File: src/y86d_pkg.sv
// Package for the Y86-64 instruction stream decoder.
// Holds payload types, code constants and the small decode tables.
// No dependencies; every other file in src uses it.
package y86d_pkg;

  localparam int unsigned ADDRESS_WIDTH_DEF = 32;
  localparam int unsigned WINDOW_BYTES_DEF  = 10;
  localparam int unsigned BYTE_FIFO_DEPTH   = 2;

  localparam logic [3:0] NO_REG = 4'hF;

  // Instruction codes.
  localparam logic [3:0] IC_HALT   = 4'h0;
  localparam logic [3:0] IC_NOP    = 4'h1;
  localparam logic [3:0] IC_RRMOVQ = 4'h2;
  localparam logic [3:0] IC_IRMOVQ = 4'h3;
  localparam logic [3:0] IC_RMMOVQ = 4'h4;
  localparam logic [3:0] IC_MRMOVQ = 4'h5;
  localparam logic [3:0] IC_OPQ    = 4'h6;
  localparam logic [3:0] IC_JXX    = 4'h7;
  localparam logic [3:0] IC_CALL   = 4'h8;
  localparam logic [3:0] IC_RET    = 4'h9;
  localparam logic [3:0] IC_PUSHQ  = 4'hA;
  localparam logic [3:0] IC_POPQ   = 4'hB;

  localparam logic [3:0] FN_MAX = 4'd6;

  // Result kinds.
  localparam logic [1:0] KIND_INSTR = 2'd0;
  localparam logic [1:0] KIND_QUAD  = 2'd1;
  localparam logic [1:0] KIND_BYTE  = 2'd2;
  localparam logic [1:0] KIND_POS   = 2'd3;

  // Item lengths.
  localparam logic [3:0] LEN_NONE = 4'd0;
  localparam logic [3:0] LEN_1    = 4'd1;
  localparam logic [3:0] LEN_2    = 4'd2;
  localparam logic [3:0] LEN_8    = 4'd8;
  localparam logic [3:0] LEN_9    = 4'd9;
  localparam logic [3:0] LEN_10   = 4'd10;

  // Configuration register indexes.
  typedef enum logic [0:0] {
    REG_START_OFFSET = 1'b0,
    REG_IMAGE_LENGTH = 1'b1
  } cfg_reg_e;

  typedef enum logic [0:0] {
    ST_IDLE,
    ST_PROC
  } state_e;

  typedef enum logic [1:0] {
    ACT_STOP,
    ACT_HALT,
    ACT_ITEM
  } act_e;

  typedef struct packed {
    logic [7:0] data_byte;
  } byte_t;

  typedef struct packed {
    logic [1:0]  kind;
    logic [31:0] address;
    logic [3:0]  icode;
    logic [2:0]  ifun;
    logic [3:0]  reg_a;
    logic [3:0]  reg_b;
    logic [63:0] value;
    logic [3:0]  length;
    logic        last_of_run;
  } result_t;

  function automatic logic [3:0] ins_len(input logic [3:0] ic);
    logic [3:0] l;
    case (ic)
      IC_HALT, IC_NOP, IC_RET:                l = LEN_1;
      IC_RRMOVQ, IC_OPQ, IC_PUSHQ, IC_POPQ:   l = LEN_2;
      IC_IRMOVQ, IC_RMMOVQ, IC_MRMOVQ:        l = LEN_10;
      IC_JXX, IC_CALL:                        l = LEN_9;
      default:                                l = LEN_NONE;
    endcase
    return l;
  endfunction

  function automatic logic valid_enc(input logic [3:0] ic, input logic [3:0] fn,
                                     input logic [3:0] ra, input logic [3:0] rb);
    logic v;
    case (ic)
      IC_HALT, IC_NOP, IC_CALL, IC_RET: v = (fn == 4'd0);
      IC_RRMOVQ, IC_OPQ:   v = (fn <= FN_MAX) && (ra != NO_REG) && (rb != NO_REG);
      IC_IRMOVQ:           v = (fn == 4'd0) && (ra == NO_REG) && (rb != NO_REG);
      IC_RMMOVQ, IC_MRMOVQ: v = (fn == 4'd0) && (ra != NO_REG) && (rb != NO_REG);
      IC_JXX:              v = (fn <= FN_MAX);
      IC_PUSHQ, IC_POPQ:   v = (fn == 4'd0) && (ra != NO_REG) && (rb == NO_REG);
      default:             v = 1'b0;
    endcase
    return v;
  endfunction

endpackage

File: src/y86d_stream_if.sv
// Valid/ready stream interface used for the byte input and the result output.
// The payload type is chosen per instance; types come from y86d_pkg.
interface y86d_stream_if #(
  parameter type payload_t = y86d_pkg::byte_t
);
  logic     valid;
  logic     ready;
  payload_t payload;

  modport source (output valid, output payload, input ready);
  modport sink   (input valid, input payload, output ready);
endinterface

File: src/y86_instruction_stream_decoder.sv
// Top level of the Y86-64 instruction stream decoder.
// Instantiates y86d_byte_fifo and y86d_framer; uses y86d_pkg and y86d_stream_if.
//
// The decoder takes a Y86-64 memory image one byte per beat on byte_i, in
// address order from start_offset, and delivers framed items on res_o:
// decoded instructions of 1, 2, 9 or 10 bytes, 8-byte data quads, single
// data bytes and position directives. An invalid or truncated encoding is
// re-framed as data from the instruction's first byte: a quad when that
// address is 8-aligned and at least 8 image bytes remain, otherwise a byte.
// Leading halts are dropped and a run of halts yields one halt. The last
// result that a given input byte causes carries last_of_run. Configuration
// registers: index 0 is start_offset (writing it restarts framing), index 1
// is image_length. Write them only while the decoder is idle. Flow: a
// byte waits in a two-entry input queue, enters the byte window, and
// then the framer makes one decision per cycle (emit a result, drop a
// halt, or stop) unless a stalled consumer holds the output; a position
// directive costs one extra decision. The framer takes the next byte
// only after its run stops, and a stalled consumer can hold it behind
// the one-entry output register.
module y86_instruction_stream_decoder #(
  parameter int unsigned ADDRESS_WIDTH = y86d_pkg::ADDRESS_WIDTH_DEF,
  parameter int unsigned WINDOW_BYTES  = y86d_pkg::WINDOW_BYTES_DEF
) (
  input  logic        clk_i,
  input  logic        rst_ni,
  input  logic        cfg_we_i,
  input  logic [0:0]  cfg_index_i,
  input  logic [31:0] cfg_data_i,
  y86d_stream_if.sink   byte_i,
  y86d_stream_if.source res_o
);
  logic       q_valid, q_ready;
  logic [7:0] q_data;

  // Front end: decouples the byte source from the framer.
  y86d_byte_fifo #(
    .DEPTH (y86d_pkg::BYTE_FIFO_DEPTH)
  ) u_fifo (
    .clk_i       (clk_i),
    .rst_ni      (rst_ni),
    .in_valid_i  (byte_i.valid),
    .in_ready_o  (byte_i.ready),
    .in_data_i   (byte_i.payload.data_byte),
    .out_valid_o (q_valid),
    .out_ready_i (q_ready),
    .out_data_o  (q_data)
  );

  // Back end: window, decode decisions and the result register.
  y86d_framer #(
    .ADDRESS_WIDTH (ADDRESS_WIDTH),
    .WINDOW_BYTES  (WINDOW_BYTES)
  ) u_framer (
    .clk_i        (clk_i),
    .rst_ni       (rst_ni),
    .cfg_we_i     (cfg_we_i),
    .cfg_index_i  (cfg_index_i),
    .cfg_data_i   (cfg_data_i),
    .byte_valid_i (q_valid),
    .byte_ready_o (q_ready),
    .byte_data_i  (q_data),
    .res_valid_o  (res_o.valid),
    .res_ready_i  (res_o.ready),
    .res_o        (res_o.payload)
  );

endmodule

File: src/y86d_byte_fifo.sv
// Front queue of the decoder: a short byte FIFO that takes image bytes
// while the framer is busy. Depends on y86d_pkg.
module y86d_byte_fifo #(
  parameter int unsigned DEPTH = y86d_pkg::BYTE_FIFO_DEPTH
) (
  input  logic       clk_i,
  input  logic       rst_ni,
  input  logic       in_valid_i,
  output logic       in_ready_o,
  input  logic [7:0] in_data_i,
  output logic       out_valid_o,
  input  logic       out_ready_i,
  output logic [7:0] out_data_o
);
  localparam int unsigned PW = (DEPTH > 1) ? $clog2(DEPTH) : 1;
  localparam int unsigned CW = $clog2(DEPTH + 1);

  logic [7:0]    mem_q [DEPTH];
  logic [PW-1:0] wr_q, wr_d, rd_q, rd_d;
  logic [CW-1:0] cnt_q, cnt_d;
  logic          push, pop;

  assign in_ready_o  = (cnt_q != CW'(DEPTH));
  assign out_valid_o = (cnt_q != '0);
  assign out_data_o  = mem_q[rd_q];
  assign push = in_valid_i && in_ready_o;
  assign pop  = out_valid_o && out_ready_i;

  always_comb begin
    wr_d  = wr_q;
    rd_d  = rd_q;
    cnt_d = cnt_q;
    if (push) begin
      wr_d = (wr_q == PW'(DEPTH - 1)) ? '0 : wr_q + 1'b1;
    end
    if (pop) begin
      rd_d = (rd_q == PW'(DEPTH - 1)) ? '0 : rd_q + 1'b1;
    end
    if (push && !pop) begin
      cnt_d = cnt_q + 1'b1;
    end else if (pop && !push) begin
      cnt_d = cnt_q - 1'b1;
    end
  end

  always_ff @(posedge clk_i or negedge rst_ni) begin
    if (!rst_ni) begin
      wr_q  <= '0;
      rd_q  <= '0;
      cnt_q <= '0;
    end else begin
      wr_q  <= wr_d;
      rd_q  <= rd_d;
      cnt_q <= cnt_d;
    end
  end

  always_ff @(posedge clk_i) begin
    if (push) begin
      mem_q[wr_q] <= in_data_i;
    end
  end

endmodule

File: src/y86d_framer.sv
// Back end of the decoder: byte window, framing decisions and result register.
// One decision step per cycle unless the output stalls; depends on y86d_pkg.
module y86d_framer #(
  parameter int unsigned ADDRESS_WIDTH = y86d_pkg::ADDRESS_WIDTH_DEF,
  parameter int unsigned WINDOW_BYTES  = y86d_pkg::WINDOW_BYTES_DEF
) (
  input  logic              clk_i,
  input  logic              rst_ni,
  input  logic              cfg_we_i,
  input  logic [0:0]        cfg_index_i,
  input  logic [31:0]       cfg_data_i,
  input  logic              byte_valid_i,
  output logic              byte_ready_o,
  input  logic [7:0]        byte_data_i,
  output logic              res_valid_o,
  input  logic              res_ready_i,
  output y86d_pkg::result_t res_o
);
  localparam int unsigned AW = ADDRESS_WIDTH;
  localparam int unsigned WB = WINDOW_BYTES;
  localparam int unsigned CW = $clog2(WB + 1);
  localparam int unsigned IW = $clog2(WB);
  localparam int unsigned MW = ((AW > 32) ? AW : 32) + 1;

  logic [7:0]           win_q [WB];
  logic [7:0]           win_d [WB];
  logic [CW-1:0]        wc_q, wc_d;
  logic [AW-1:0]        addr_q, addr_d;
  logic [31:0]          len_q;
  logic                 at_start_q, at_start_d;
  logic [1:0]           halt_q, halt_d;
  y86d_pkg::state_e     state_q, state_d;
  y86d_pkg::result_t    hold_q, hold_d, out_q, out_d;
  logic                 hold_v_q, hold_v_d, out_v_q, out_v_d;

  logic [3:0]  ic, fn, ra, rb, ilen, step_len;
  logic        enc_ok, have_len, wait_len, quad_ok, need_pos, halt_emit;
  logic [MW-1:0] addr_ext, ilen_ext, rem_full;
  logic [4:0]  rem_sat;
  logic [AW+31:0] cfg_wide;
  logic [AW+31:0] addr_wide;
  y86d_pkg::act_e    act;
  y86d_pkg::result_t cand;
  logic        can_push, start_wr;

  assign cfg_wide  = {{AW{1'b0}}, cfg_data_i};
  assign addr_wide = {32'b0, addr_q};
  assign start_wr  = cfg_we_i && (cfg_index_i == y86d_pkg::REG_START_OFFSET);

  // Bytes left in the image from the current item, saturated for compares.
  always_comb begin
    addr_ext = MW'(addr_q);
    ilen_ext = MW'(len_q);
    rem_full = (ilen_ext > addr_ext) ? ilen_ext - addr_ext : '0;
    rem_sat  = (rem_full > MW'(31)) ? 5'd31 : rem_full[4:0];
  end

  // Classify the byte at the window front and build the candidate result.
  always_comb begin
    ic   = win_q[0][7:4];
    fn   = win_q[0][3:0];
    ilen = y86d_pkg::ins_len(ic);
    if (ilen == y86d_pkg::LEN_2 || ilen == y86d_pkg::LEN_10) begin
      ra = win_q[1][7:4];
      rb = win_q[1][3:0];
    end else begin
      ra = y86d_pkg::NO_REG;
      rb = y86d_pkg::NO_REG;
    end
    enc_ok   = y86d_pkg::valid_enc(ic, fn, ra, rb);
    have_len = (ilen != y86d_pkg::LEN_NONE) && (int'(wc_q) >= int'(ilen));
    wait_len = (ilen != y86d_pkg::LEN_NONE) && (int'(wc_q) < int'(ilen))
               && (int'(rem_sat) > int'(wc_q));
    quad_ok  = (addr_q[2:0] == 3'd0) && (rem_sat >= 5'd8);
    need_pos = (addr_q != '0) && (at_start_q || halt_q > 2'd1);
    halt_emit = !at_start_q && (halt_q == 2'd0);

    cand             = '0;
    cand.address     = addr_wide[31:0];
    step_len         = y86d_pkg::LEN_1;
    act              = y86d_pkg::ACT_STOP;
    if (wc_q == '0 || wait_len) begin
      act = y86d_pkg::ACT_STOP;
    end else if (have_len && enc_ok) begin
      step_len    = ilen;
      cand.kind   = y86d_pkg::KIND_INSTR;
      cand.icode  = ic;
      cand.ifun   = fn[2:0];
      cand.reg_a  = ra;
      cand.reg_b  = rb;
      cand.length = ilen;
      if (ilen == y86d_pkg::LEN_10) begin
        cand.value = {win_q[9], win_q[8], win_q[7], win_q[6],
                      win_q[5], win_q[4], win_q[3], win_q[2]};
      end else if (ilen == y86d_pkg::LEN_9) begin
        cand.value = {win_q[8], win_q[7], win_q[6], win_q[5],
                      win_q[4], win_q[3], win_q[2], win_q[1]};
      end
      act = (ic == y86d_pkg::IC_HALT) ? y86d_pkg::ACT_HALT : y86d_pkg::ACT_ITEM;
    end else if (quad_ok) begin
      if (int'(wc_q) >= 8) begin
        step_len    = y86d_pkg::LEN_8;
        cand.kind   = y86d_pkg::KIND_QUAD;
        cand.length = y86d_pkg::LEN_8;
        cand.value  = {win_q[7], win_q[6], win_q[5], win_q[4],
                       win_q[3], win_q[2], win_q[1], win_q[0]};
        act = y86d_pkg::ACT_ITEM;
      end
    end else begin
      cand.kind   = y86d_pkg::KIND_BYTE;
      cand.length = y86d_pkg::LEN_1;
      cand.value  = {56'b0, win_q[0]};
      act = y86d_pkg::ACT_ITEM;
    end
    // A position directive goes out ahead of the item in a step of its own.
    if (act == y86d_pkg::ACT_ITEM && need_pos) begin
      cand         = '0;
      cand.kind    = y86d_pkg::KIND_POS;
      cand.address = addr_wide[31:0];
    end
  end

  assign can_push = !out_v_q || res_ready_i;
  assign byte_ready_o = (state_q == y86d_pkg::ST_IDLE);

  // Next-state logic.
  always_comb begin
    state_d = state_q;
    case (state_q)
      y86d_pkg::ST_IDLE: begin
        if (byte_valid_i) begin
          state_d = y86d_pkg::ST_PROC;
        end
      end
      y86d_pkg::ST_PROC: begin
        if (act == y86d_pkg::ACT_STOP && (!hold_v_q || can_push)) begin
          state_d = y86d_pkg::ST_IDLE;
        end
      end
      default: state_d = y86d_pkg::ST_IDLE;
    endcase
  end

  // Datapath updates for window, flags, held result and output register.
  always_comb begin
    int k;
    logic consume, emit, push;
    y86d_pkg::result_t push_r;
    win_d      = win_q;
    wc_d       = wc_q;
    addr_d     = addr_q;
    at_start_d = at_start_q;
    halt_d     = halt_q;
    hold_d     = hold_q;
    hold_v_d   = hold_v_q;
    k          = int'(step_len);
    consume    = 1'b0;
    emit       = 1'b0;
    push       = 1'b0;
    push_r     = hold_q;
    case (state_q)
      y86d_pkg::ST_IDLE: begin
        if (byte_valid_i && int'(wc_q) < int'(WB)) begin
          win_d[wc_q[IW-1:0]] = byte_data_i;
          wc_d = wc_q + 1'b1;
        end
      end
      y86d_pkg::ST_PROC: begin
        case (act)
          y86d_pkg::ACT_STOP: begin
            if (hold_v_q && can_push) begin
              push             = 1'b1;
              push_r.last_of_run = 1'b1;
              hold_v_d         = 1'b0;
            end
          end
          y86d_pkg::ACT_HALT: begin
            if (!halt_emit || !hold_v_q || can_push) begin
              consume = 1'b1;
              emit    = halt_emit;
              if (!at_start_q && halt_q != 2'd2) begin
                halt_d = halt_q + 1'b1;
              end
            end
          end
          y86d_pkg::ACT_ITEM: begin
            if (!hold_v_q || can_push) begin
              emit       = 1'b1;
              consume    = !need_pos;
              at_start_d = 1'b0;
              halt_d     = 2'd0;
            end
          end
          default: ;
        endcase
        if (emit) begin
          push     = hold_v_q;
          hold_d   = cand;
          hold_v_d = 1'b1;
        end
        if (consume) begin
          for (int i = 0; i < int'(WB); i++) begin
            win_d[i] = (i + k < int'(WB)) ? win_q[i + k] : 8'h00;
          end
          wc_d   = wc_q - CW'(step_len);
          addr_d = addr_q + AW'(step_len);
        end
      end
      default: ;
    endcase
    if (push) begin
      out_d   = push_r;
      out_v_d = 1'b1;
    end else begin
      out_d   = out_q;
      out_v_d = out_v_q && !res_ready_i;
    end
  end

  assign res_valid_o = out_v_q;
  assign res_o       = out_q;

  always_ff @(posedge clk_i or negedge rst_ni) begin
    if (!rst_ni) begin
      state_q    <= y86d_pkg::ST_IDLE;
      wc_q       <= '0;
      addr_q     <= '0;
      len_q      <= '0;
      at_start_q <= 1'b1;
      halt_q     <= 2'd0;
      hold_v_q   <= 1'b0;
      out_v_q    <= 1'b0;
    end else begin
      state_q  <= state_d;
      hold_v_q <= hold_v_d;
      out_v_q  <= out_v_d;
      if (start_wr) begin
        wc_q       <= '0;
        addr_q     <= cfg_wide[AW-1:0];
        at_start_q <= 1'b1;
        halt_q     <= 2'd0;
      end else begin
        wc_q       <= wc_d;
        addr_q     <= addr_d;
        at_start_q <= at_start_d;
        halt_q     <= halt_d;
      end
      if (cfg_we_i && cfg_index_i == y86d_pkg::REG_IMAGE_LENGTH) begin
        len_q <= cfg_data_i;
      end
    end
  end

  always_ff @(posedge clk_i) begin
    win_q  <= win_d;
    hold_q <= hold_d;
    out_q  <= out_d;
  end

endmodule
File: src/flat_wrapper.sv
// flat-port wrapper written by rule: the top's interface ports become plain ports
module y86_instruction_stream_decoder_flat 
#(
  parameter int unsigned ADDRESS_WIDTH = y86d_pkg::ADDRESS_WIDTH_DEF,
  parameter int unsigned WINDOW_BYTES  = y86d_pkg::WINDOW_BYTES_DEF
)
  (clk_i, rst_ni, cfg_we_i, cfg_index_i, cfg_data_i, byte_i_valid, byte_i_payload, byte_i_ready, res_o_valid, res_o_payload, res_o_ready);
  y86d_stream_if byte_i_i ();
  y86d_stream_if res_o_i ();
  input  logic clk_i;
  input  logic rst_ni;
  input  logic cfg_we_i;
  input  logic [0:0] cfg_index_i;
  input  logic [31:0] cfg_data_i;
  input wire logic [$bits(byte_i_i.valid)-1:0] byte_i_valid;
  input wire logic [$bits(byte_i_i.payload)-1:0] byte_i_payload;
  output wire logic [$bits(byte_i_i.ready)-1:0] byte_i_ready;
  output wire logic [$bits(res_o_i.valid)-1:0] res_o_valid;
  output wire logic [$bits(res_o_i.payload)-1:0] res_o_payload;
  input wire logic [$bits(res_o_i.ready)-1:0] res_o_ready;
  assign byte_i_i.valid = byte_i_valid;
  assign byte_i_i.payload = byte_i_payload;
  assign byte_i_ready = byte_i_i.ready;
  assign res_o_valid = res_o_i.valid;
  assign res_o_payload = res_o_i.payload;
  assign res_o_i.ready = res_o_ready;
  y86_instruction_stream_decoder #(.ADDRESS_WIDTH(ADDRESS_WIDTH), .WINDOW_BYTES(WINDOW_BYTES)) u_core (.clk_i(clk_i), .rst_ni(rst_ni), .cfg_we_i(cfg_we_i), .cfg_index_i(cfg_index_i), .cfg_data_i(cfg_data_i), .byte_i(byte_i_i), .res_o(res_o_i));
endmodule
File: config.mk
export PLATFORM = sky130hd
export DESIGN_NAME = y86_instruction_stream_decoder_flat
export DESIGN_NICKNAME = d
export VERILOG_FILES = /design/src/y86d_pkg.sv /design/src/y86d_stream_if.sv /design/src/y86_instruction_stream_decoder.sv /design/src/y86d_byte_fifo.sv /design/src/y86d_framer.sv /design/src/flat_wrapper.sv
export SDC_FILE = /design/constraint.sdc
export NUM_CORES = 1
export LEC_CHECK = 0
export ABC_AREA = 1
export BUFFER_PORTS_ARGS = -buffer_cell sky130_fd_sc_hd__buf_2
export CAP_MARGIN = 20
export CELL_PAD_IN_SITES_DETAIL_PLACEMENT = 1
export CELL_PAD_IN_SITES_GLOBAL_PLACEMENT = 1
export CORE_MARGIN = 2
export CORE_UTILIZATION = 50
export DETAILED_ROUTE_END_ITERATION = 8
export PLACE_DENSITY = 0.95
export SLEW_MARGIN = 20
export SYNTH_ARGS = -nofsm -noshare
export SYNTH_HDL_FRONTEND = slang
export SYNTH_SLANG_ARGS = --single-unit
File: constraint.sdc
create_clock -name clk_i -period 17.2 [get_ports clk_i]
set_input_delay 1.72 -clock clk_i [delete_from_list [all_inputs] [get_ports clk_i]]
set_output_delay 1.72 -clock clk_i [all_outputs]
set_load 0.03 [all_outputs]
== Word level (Yosys, flattened, before mapping) ==
Memories as Yosys holds them, arrays and structs flattened. A register that Yosys moved wholly into a read port is not among the register bits.
Cells that the tools add are included.

* Add/sub/neg operators: 18
* $lt $le $gt $ge: 32
* Eq/ne operators: 29
* Muxes and demuxes: 111
* Bitwise gates (word level): 13
* Reductions and logical operators: 71

{| class="wikitable"
|+ Operators with widths
! operator !! number
|-
| 8-bit binary-select mux with 4-bit select || 10
|-
| 32-bit by 5-bit greater-or-equal comparator with 1-bit output (second input constant) || 10
|-
| 32-bit by 5-bit less-than comparator with 1-bit output (second input constant) || 9
|-
| 5-bit inverter with 32-bit output || 9
|-
| 8-bit 2-to-1 mux || 31
|-
| 80-bit 2-to-1 mux || 2
|-
| 80-bit one-hot mux with 2 select lines || 1
|-
| 32-bit 2-to-1 mux || 3
|-
| 80-bit bitwise mux || 1
|-
| 4-bit 2-to-1 mux || 10
|-
| 33-bit by 5-bit greater-than comparator with 1-bit output (second input constant) || 1
|-
| 33-bit 2-to-1 mux || 1
|-
| 32-bit by 32-bit subtractor with 33-bit output || 1
|-
| 32-bit by 4-bit adder with 32-bit output || 1
|-
| 8-bit demux with 4-bit select || 1
|-
| 4-bit == test (second input constant) || 8
|-
| 32-bit greater-than comparator || 1
|-
| 4-bit inverter with 32-bit output || 1
|-
| 32-bit nonzero test || 1
|-
| 1-bit logical AND || 27
|-
| 1-bit 2-to-1 mux || 27
|-
| 2-bit 2-to-1 mux || 12
|-
| 7-bit 2-to-1 mux || 3
|-
| 3-bit by 4-bit adder with 5-bit output (first input constant) || 4
|-
| 50 further kinds || 99
|}

* Bits in registers: 174
* Memory bits (writable): 16
* ROM bits: 48
* Input port bits: 46
* Output and inout bits: 10
* Logic and storage cells: 303
* Memories: 2

{| class="wikitable"
|+ Memories
! name !! words !! width !! read ports !! clocked after memory_dff !! wr ports !! RTL line !! RTL
|-
| (no name shown) || 16 || 3 || 1 || 1 || 0 || y86d_pkg.sv:77 || <nowiki>case (ic)</nowiki>
|-
| u_core.u_fifo.mem_q || 2 || 8 || 1 || 0 || 1 || y86d_byte_fifo.sv:18 || <nowiki>logic [7:0] mem_q [DEPTH];</nowiki>
|}

== Longest topological paths before layout ==
Gate-level depths: netlist of the first run.

* Word-level depth: 19
* Mapped depth: 54
* Mapped depth without buffers: 51

== Hierarchy ==
From an unflattened synthesis of the first run, not the netlist that was laid out.

* Cell total of the unflattened synthesis: 2,634
* Area total of the unflattened synthesis: 22,884.4 µm²

{| class="wikitable"
|+ Modules (own cells, without submodules)
! module !! times used !! cells each !! area an instance (µm²) !! sequential area each (µm²)
|-
| y86d_framer || 1 || 2,564 || 22,057.4 || 11,312.1
|-
| y86d_byte_fifo || 1 || 70 || 827.0 || 580.6
|}

== Worst setup path before layout of the first run ==
OpenSTA, ideal clock, no wires.

* Path type: reg-to-reg
* Start point: register u_core.u_framer.addr_q[22]
* End point: register u_core.u_framer.addr_q[28]
* Setup time: 142 ps
* Arrival: 6,586 ps
* Data required time: 17,058 ps
* Path slack: 10,472 ps
* Cell stages (with the launch flop): 49
* Clock period less this slack: 6,728 ps
* Path through: dfrtp_1 -> clkinv_1 -> ha_1 -> nand2_1 -> nand2_1 -> nand2_1 -> nand2_1 -> inv_1 -> nand2_1 -> a21oi_1 -> nand2_2 -> nand2_2 -> buf_6 -> a21oi_1 -> nor2_1 -> nand2_1 -> nor2_2 -> nand2_1 -> [13 not listed] -> buf_2 -> buf_2 -> fa_1 -> inv_1 -> a31oi_1 -> nor3_1 -> nand2_1 -> nor3_1 -> inv_1 -> nor3_1 -> inv_1 -> nor3_1 -> nand4_1 -> nor4_1 -> nand3_1 -> xor2_1 -> nand2_1 -> o221ai_1

* Word-level cells in the longest chain between the ends: 14
* Elaborated cells between the ends (all ways): 30
* Classes of those cells: add/sub: 2; order compare: 4; eq/ne: 2; mux: 14; reduce/logical: 8

{| class="wikitable"
|+ Ends and longest elaborated chain
! what !! RTL line !! RTL
|-
| from (decl) || y86d_framer.sv:28 || <nowiki>logic [AW-1:0] addr_q, addr_d;</nowiki>
|-
| from (signal assigned) || y86d_framer.sv:239 || <nowiki>addr_q <= cfg_wide[AW-1:0];</nowiki>
|-
| from (signal assigned) || y86d_framer.sv:244 || <nowiki>addr_q <= addr_d;</nowiki>
|-
| branches (longest 14 deep; another with 32-bit by 32-bit subtractor with 33-bit output) || -- ||
|}

Several ways; the timed one is not identified. The select of a mux whose other input is x is not followed.
A chain may end at the register's enable or synchronous reset.

== Worst setup path in the final report of the first run ==
* Start point: register u_core.u_framer.addr_q[10]
* End point: register u_core.u_framer.addr_q[28]

Same word-level chain as after synthesis.

==> summary.txt, run 1 <==
Outcome
  • Status: complete, no violations

Detailed routing
  • Vias per cell: 6.16
  • Detailed-route DRC error count: 0
  • WL/cell: 22.9 µm
  • DR pass1 iterations: 5
  • DRT Wirelength: 58800 µm
  • Vias: 15.8k
  • Drt first-iter violations: 1960
  • Antenna Nets Post-Route: 0

Clock tree
  • Clock buffer depth: 2
  • Clk slew on worst S/H paths: 0.08 ns
  • Root buffer cell: clkbuf_16
  • CTS Buf Count: 17
  • Clk_lat worst skew: 0.48 ns
  • # Post-CTS Setup Buffers: 0
  • Hold buffers post-CTS: 0
  • CTS tree: built
  • CTS H-Tree Depth: 4
  • CTS sink cnt: 190
  • Number of gates resized after cts: 0

Place
  • # port buffers: 54
  • DP Wirelength: 45700 µm
  • GP Congestion: 0.973

Global routing
  • Grt total ovfl: 0
  • Largest net degree at the start of global routing: 71
  • Vias in the first global route: 15.5k
  • All-Layer GR Usage: 37.7%
  • First-pass GRT wire length: 89300 µm
  • Initial antenna violation count: 1

Setup path
  • WP data required: 17.50 ns
  • Crit end category: register
  • Delay of the slowest critical-path stage: 0.69 ns
  • CP max FO: 52
  • Critical path buffer and inverter count: 8
  • Most frequent CP cell: nand2_1
  • CP max-delay cell: nor3_1
  • Setup crit start kind: register
  • Crit path max-delay family: simple AND/OR/NAND/NOR gates
  • CP Class: reg2reg
  • Crit path arrival time: 9.25 ns

STA
  • Max Clock Skew: 0.0209 ns
  • # setup viols final: 0
  • Fin. max-slew vios: 0
  • Final Cycle Share: 52.0%
  • Final Hold Viols: 0
  • Hold Slack: 0.431 ns
  • Fmax: 112 MHz
  • RSZ-0062 raised after global routing: false
  • Rel. slew slack: 30.7%
  • Crit path time final: 8.94 ns
  • Worst-margin pin slew: 1.04 ns
  • Final setup TNS: 0 ns

Yosys
  • Post-synth EDFFs: 109
  • Post-synthesis sequential area ratio: 35.5%
  • Synth warnings: 0
  • Net Count, Synth: 2253
  • Ys async rst share: 41.1%
  • Main synth FF type: edfxtp_1
  • Syn_area_per_cell: 6.95 µm²
  • Synth unique cells: 58
  • Cell Area, Synth: 14900 µm²
  • Yosys reg bits: 190
  • Synth Instances: 2143

Power and ir drop
  • VDD IR max: 0.0000949 V
  • Int Power: 1.44 mW
  • Clock Power Share: 12.8%
  • Logic pwr share: 58.5%
  • Switching Fraction: 53.8%
  • Power density over cell area: 195 nW/µm²
  • Lkg Pwr: 7.66 nW
  • Reg power frac: 28.7%
  • P_sw: 1.68 mW

Die
  • Starting density of the core: 50.6%
  • Core Box Area: 29500 µm²
  • # rows: 63
  • Die ar.: 31200 µm²
  • IO Count: 56
  • Die Wd: 177 µm
  • Die outline height: 177 µm

Final layout
  • Layout cells sized above 1: 7.23%
  • # fillers: 3923
  • Final #Nets: 2268
  • Commonest non-fill, non-tap cell in the layout: nand2_1
  • Area grow syn2layout: 7.14%
  • N_diodes: 0
  • Most frequent cells in the layout: 632 x nand2_1, 317 x inv_1, 181 x o21ai_0

Worst hold path
  • HP Class: reg2reg

Job
  • Max Cap Viol: 0
metal layers:
metal	wire (µm)	GRT usage, %	up-vias	part of all wire, %
li1	-	-	7124	-
met1	24800	52.2	7638	42
met2	25700	58.1	852	44
met3	6200	8.55	154	11
met4	2080	13.1	0	3.5
met5	0	0	-	0
state kept, by name (all words and copies together), names as in the netlist, 2 cells and up:
name and count:
u_core.u_fifo.cnt_q 2, u_core.u_fifo.mem_q 16, u_core.u_framer.addr_q 32, u_core.u_framer.fn 4, u_core.u_framer.halt_q 2, u_core.u_framer.hold_q 6, u_core.u_framer.ic 4, u_core.u_framer.ilen 3
u_core.u_framer.len_q 32, u_core.u_framer.res_o 7, u_core.u_framer.wc_q 4, u_core.u_framer.win_q 72
cell usage after synthesis, drive strengths merged, types with 6 or more instances:
master,n,area (µm²)
o221ai,24,210
xor2,36,315
nor2,160,623
dfrtp,77,1930
a21oi,77,397
edfxtp,109,3270
o22ai,39,244
mux2,9,101
or2,11,68.8
nand4,40,250
inv,323,1210
nand2,643,2440
nand3b,8,60.1
buf,32,195
and2,6,37.5
o21ai,218,1120
clkbuf,36,136
nor3,31,166
mux2i,10,100
nand3,127,646
nor4,10,68.8
ha,61,763
o32ai,17,149
layout make-up:
class                      count  area (µm²)  share of cell area (%)
multi-input combinational   1559        8070                    50.6
sequential                   190        5290                    33.1
inverter                     326        1220                    7.66
tap                          390         488                    3.06
clock buffer                  17         425                    2.66
timing repair buffer          64         348                    2.18
clock inverter                15         123                   0.768
metrics by stage:
step	utilization, %	worst slack [ns]	total power [mW]	instances	instance area (µm²)
finish	54.2	8.26	3.12	2561	16000
global route	54.2	7.43	3.30	2561	16000
CTS	54.2	8.57	3.04	2561	16000
detailed placement	52.3	8.74	2.63	2529	15400
global placement	52.3	8.94	2.54	2529	15400
floorplan	-	10.47	2.02	2143	14900
worst paths after layout:
kind	start	endpoint	slack [ns]	cells past startpoint
setup / recovery	u_core.u_framer.addr_q[10]$_DFFE_PN0P_	u_core.u_framer.addr_q[28]$_DFFE_PN0P_	8.26	48
min in group asynchronous	rst_ni	u_core.u_fifo.wr_q$_DFFE_PN0P_	1.15	1
max in group asynchronous	rst_ni	u_core.u_framer.hold_v_q$_DFFE_PN0P_	14.94	2
setup reg to reg	u_core.u_framer.addr_q[10]$_DFFE_PN0P_	u_core.u_framer.addr_q[28]$_DFFE_PN0P_	8.26	48
hold reg to reg	u_core.u_framer.hold_q[6]$_SDFFCE_PP0P_	u_core.u_framer.res_o[6]$_DFFE_PP_	0.43	0
hold / removal	u_core.u_framer.hold_q[6]$_SDFFCE_PP0P_	u_core.u_framer.res_o[6]$_DFFE_PP_	0.43	0
power by group through the flow:
stage               sequential [mW]  combinational (mW)  clock [mW]
finish                        0.895                1.82       0.399
global route                  0.904                1.98       0.411
CTS                           0.882                1.76       0.398
detailed placement            0.887                1.75           0
global placement              0.879                1.66           0
floorplan                     0.835                1.19           0
worst reg2reg max path, delay by kind of cell, from the launching register on:
family | cells | cell delay (ns)
buf+inv | 8 | 0.76
simple gates | 29 | 5.32
fa+ha+maj | 4 | 1.36
flops | 1 | 0.43
compound gates | 6 | 0.72
xor+xnor | 1 | 0.19
cell families (layout without fill, tap and decap cells):
| kind of cell | Yosys count | after routing | synth area share [%] |
|---|---|---|---|
| AO/OA/AOI/OAI | 398 | 398 | 15.5 |
| XOR/XNOR | 40 | 40 | 2.35 |
| adder cells (fa/ha/maj) | 64 | 64 | 5.52 |
| buffers and inverters | 394 | 422 | 10.4 |
| flip-flops | 190 | 190 | 35.5 |
| multiplexers | 19 | 19 | 1.35 |
| other | 1 | 1 | 0.0252 |
| AND/OR/NAND/NOR | 1037 | 1037 | 29.3 |
No activity file was read; power rests on OpenSTA's default activity.
==> run 2: changes to the inputs <==
- CORE_UTILIZATION: 50 -> 46
- PLACE_DENSITY: 0.95 -> 0.9
- clock period: 17.2 -> 8.6 ns (I/O delays scaled with it)
==> run 2 against run 1 <==
Sequential power up 100%; worst hold slack lost 0.15 ns; clock power increased by 100%; clock-buffer cell count increased by 3; critical path depth is 1 higher; register-to-register slack got worse by 7.6 ns; fmax is 12% higher; core utilization shrank 3.5 points; sequential share of layout area decreased by 0.20 points; die area is 8.5% higher.
==> summary.txt, run 2 (same netlist as run 1, synthesis figures left out) <==
Place
  • GP Congestion: 0.961 (-1.2%)
  • DP Area: 15500 µm² (+0.41%)
  • DP Wirelength: 45200 µm (-1.0%)
  • Placement Setup Slack: 0.869 ns (-7.87 ns)
  • Post-Place Cells: 2546 (+0.67%)
  • # port buffers: 54 (unchanged)

STA
  • Crit path time final: 7.99 ns (-0.954 ns)
  • Fmax: 125 MHz (+12%)
  • RSZ-0062 raised after global routing: false
  • Max Clock Skew: 0.0179 ns (-0.00301 ns)
  • Fin. max-slew vios: 0 (unchanged)
  • Worst-margin pin slew: 0.966 ns (-0.0696 ns)
  • Final setup TNS: 0 ns (unchanged)
  • # setup viols final: 0 (unchanged)
  • Hold Slack: 0.285 ns (-0.146 ns)
  • Post-route setup slack: 0.609 ns (-7.65 ns)
  • Rel. slew slack: 35.5% (+4.8 points)
  • Final Hold Viols: 0 (unchanged)
  • Final Cycle Share: 92.9% (+41 points)

Detailed routing
  • DR pass1 iterations: 5 (unchanged)
  • Vias: 15.7k (-0.52%)
  • Vias per cell: 6.08 (-1.2%)
  • WL/cell: 22.6 µm (-1.4%)
  • DRT Wirelength: 58300 µm (-0.74%)
  • Detailed-route DRC error count: 0 (unchanged)
  • Antenna Nets Post-Route: 0 (unchanged)
  • Drt first-iter violations: 1804 (-8.0%)

Clock tree
  • Clk_lat worst skew: 0.48 ns (about the same)
  • CTS tree: built
  • Clk slew on worst S/H paths: 0.08 ns (about the same)
  • Hold buffers post-CTS: 0 (unchanged)
  • Root buffer cell: clkbuf_16
  • CTS H-Tree Depth: 4 (unchanged)
  • Clock buffer depth: 2 (unchanged)
  • CTS Buf Count: 17 (unchanged)
  • CTS sink cnt: 190 (unchanged)

Global routing
  • Grt total ovfl: 0 (unchanged)
  • Largest net degree at the start of global routing: 79 (+11%)
  • All-Layer GR Usage: 35.3% (-2.4 points)
  • First-pass GRT wire length: 90700 µm (+1.6%)
  • Initial antenna violation count: 0 (-1)
  • Vias in the first global route: 15.8k (+1.8%)

Final layout
  • Area grow syn2layout: 7.80%
  • N_diodes: 0 (unchanged)
  • Layout cells sized above 1: 7.40% (+0.17 points)
  • Final #Nets: 2273 (+0.22%)
  • Largest Register: u_core.u_framer.win_q
  • Footprint of the multi-input gates: 8090 µm² (+0.19%)
  • Finished Cell Area: 16100 µm² (+0.61%)
  • Register Area: 5290 µm² (unchanged)
  • Top flop regs: u_core.u_framer.win_q (72), u_core.u_framer.addr_q (32), u_core.u_framer.len_q (32)
  • Commonest non-fill, non-tap cell in the layout: nand2_1
  • Non-Filler Instances: 2578 (+0.66%)
  • Max reg flops: 72 (unchanged)
  • # fillers: 4163 (+6.1%)
  • Most frequent cells in the layout: 632 x nand2_1, 317 x inv_1, 180 x o21ai_0

Power and ir drop
  • Lkg Pwr: 7.69 nW (+0.48%)
  • VDD IR max: 0.000195 V (+110%)
  • Power density over cell area: 388 nW/µm² (+99%)

Setup path
  • WP data required: 8.88 ns (-8.62 ns)
  • Crit path arrival time: 8.27 ns (-0.98 ns)
  • R2r startpoint: u_core.u_framer.addr_q[10]$_DFFE_PN0P_
  • CP max-delay cell: dfrtp_1
  • Most frequent CP cell: nand2_1
  • CP max FO: 12 (-77%)
  • FF-to-FF End: u_core.u_framer.addr_q[28]$_DFFE_PN0P_
  • Setup crit start kind: register
  • Crit end category: register
  • Cell count of the worst reg-to-reg path: 49 (+2.1%)
  • Delay of the slowest critical-path stage: 0.45 ns (-0.24 ns)
  • CP Class: reg2reg
  • Worst R2R Setup Slack: 0.61 ns (-7.65 ns)

Die
  • Die outline height: 184 µm (+4.2%)
  • Core Box Area: 31700 µm² (+7.6%)
  • Starting density of the core: 47.0% (-3.6 points)
  • # rows: 65 (+3.2%)
  • Die ar.: 33900 µm² (+8.5%)
  • Die Wd: 184 µm (+4.2%)
  • IO Count: 56 (unchanged)

Job
  • Max Cap Viol: 0 (unchanged)

Outcome
  • Status: complete, no violations

Worst hold path
  • HP Class: in2async
-- run 2: area by class of cell --
type	instances	share of cell area [%]
clock inverters	12	0.670
inverters	326	7.62
well taps	402	3.13
flip-flops and latches	190	32.9
repair buffers	69	2.48
multi-input cells	1559	50.4
clock buffers	20	2.85
-- run 2: metrics by stage --
stage	power [mW]	util [%]
after detailed placement	5.26	48.8
final	6.24	50.7
after global placement	5.11	48.8
after global routing	6.65	50.7
after CTS	6.11	50.6
after floorplan	4.05	-
-- run 2: worst max-delay path, delay by kind of cell (launching register included) --
family	cells	cell delay, ns
fa+ha+maj	4	1.27
compound gates	5	0.72
buf+inv	9	0.98
flops	1	0.45
simple gates	30	4.23
xor+xnor	1	0.16
-- run 2: repair_timing --
| action | CTS | global route |
|---|---|---|
| buffers inserted | 0 | 0 |
| gates resized for setup | 0 | 4 |
| setup endpoints to repair | 0 | 18 |
| hold endpoints to repair | 0 | 0 |
-- run 2: worst max-delay path by stage --
stage,startpoint,to,slack (ns)
floorplan,u_core.u_framer.addr_q[22]$_DFFE_PN0P_,u_core.u_framer.addr_q[28]$_DFFE_PN0P_,1.87
CTS,u_core.u_framer.addr_q[10]$_DFFE_PN0P_,u_core.u_framer.win_q[22]$_DFFE_PP_,0.66
global placement,u_core.u_framer.addr_q[10]$_DFFE_PN0P_,u_core.u_framer.win_q[18]$_DFFE_PP_,1.17
finish,u_core.u_framer.addr_q[10]$_DFFE_PN0P_,u_core.u_framer.addr_q[28]$_DFFE_PN0P_,0.61
detailed placement,u_core.u_framer.addr_q[10]$_DFFE_PN0P_,u_core.u_framer.win_q[18]$_DFFE_PP_,0.87
global route,u_core.u_framer.addr_q[10]$_DFFE_PN0P_,u_core.u_framer.addr_q[28]$_DFFE_PN0P_,0.02
-- run 2: where the power goes --
part	switching (mW)	total, mW	internal (mW)
sequential	0.313	1.79	1.48
clock	0.398	0.817	0.419
combinational	2.61	3.63	1.02
-- run 2: layer usage --
metal,part of all wire (%),track usage (%),routed length [µm],up-vias
met3,10,9.45,5900,146
met4,3.7,13.6,2150,0
met5,0,0,0,-
li1,-,-,-,7132
met2,43,53.0,25100,783
met1,43,48.4,25100,7625
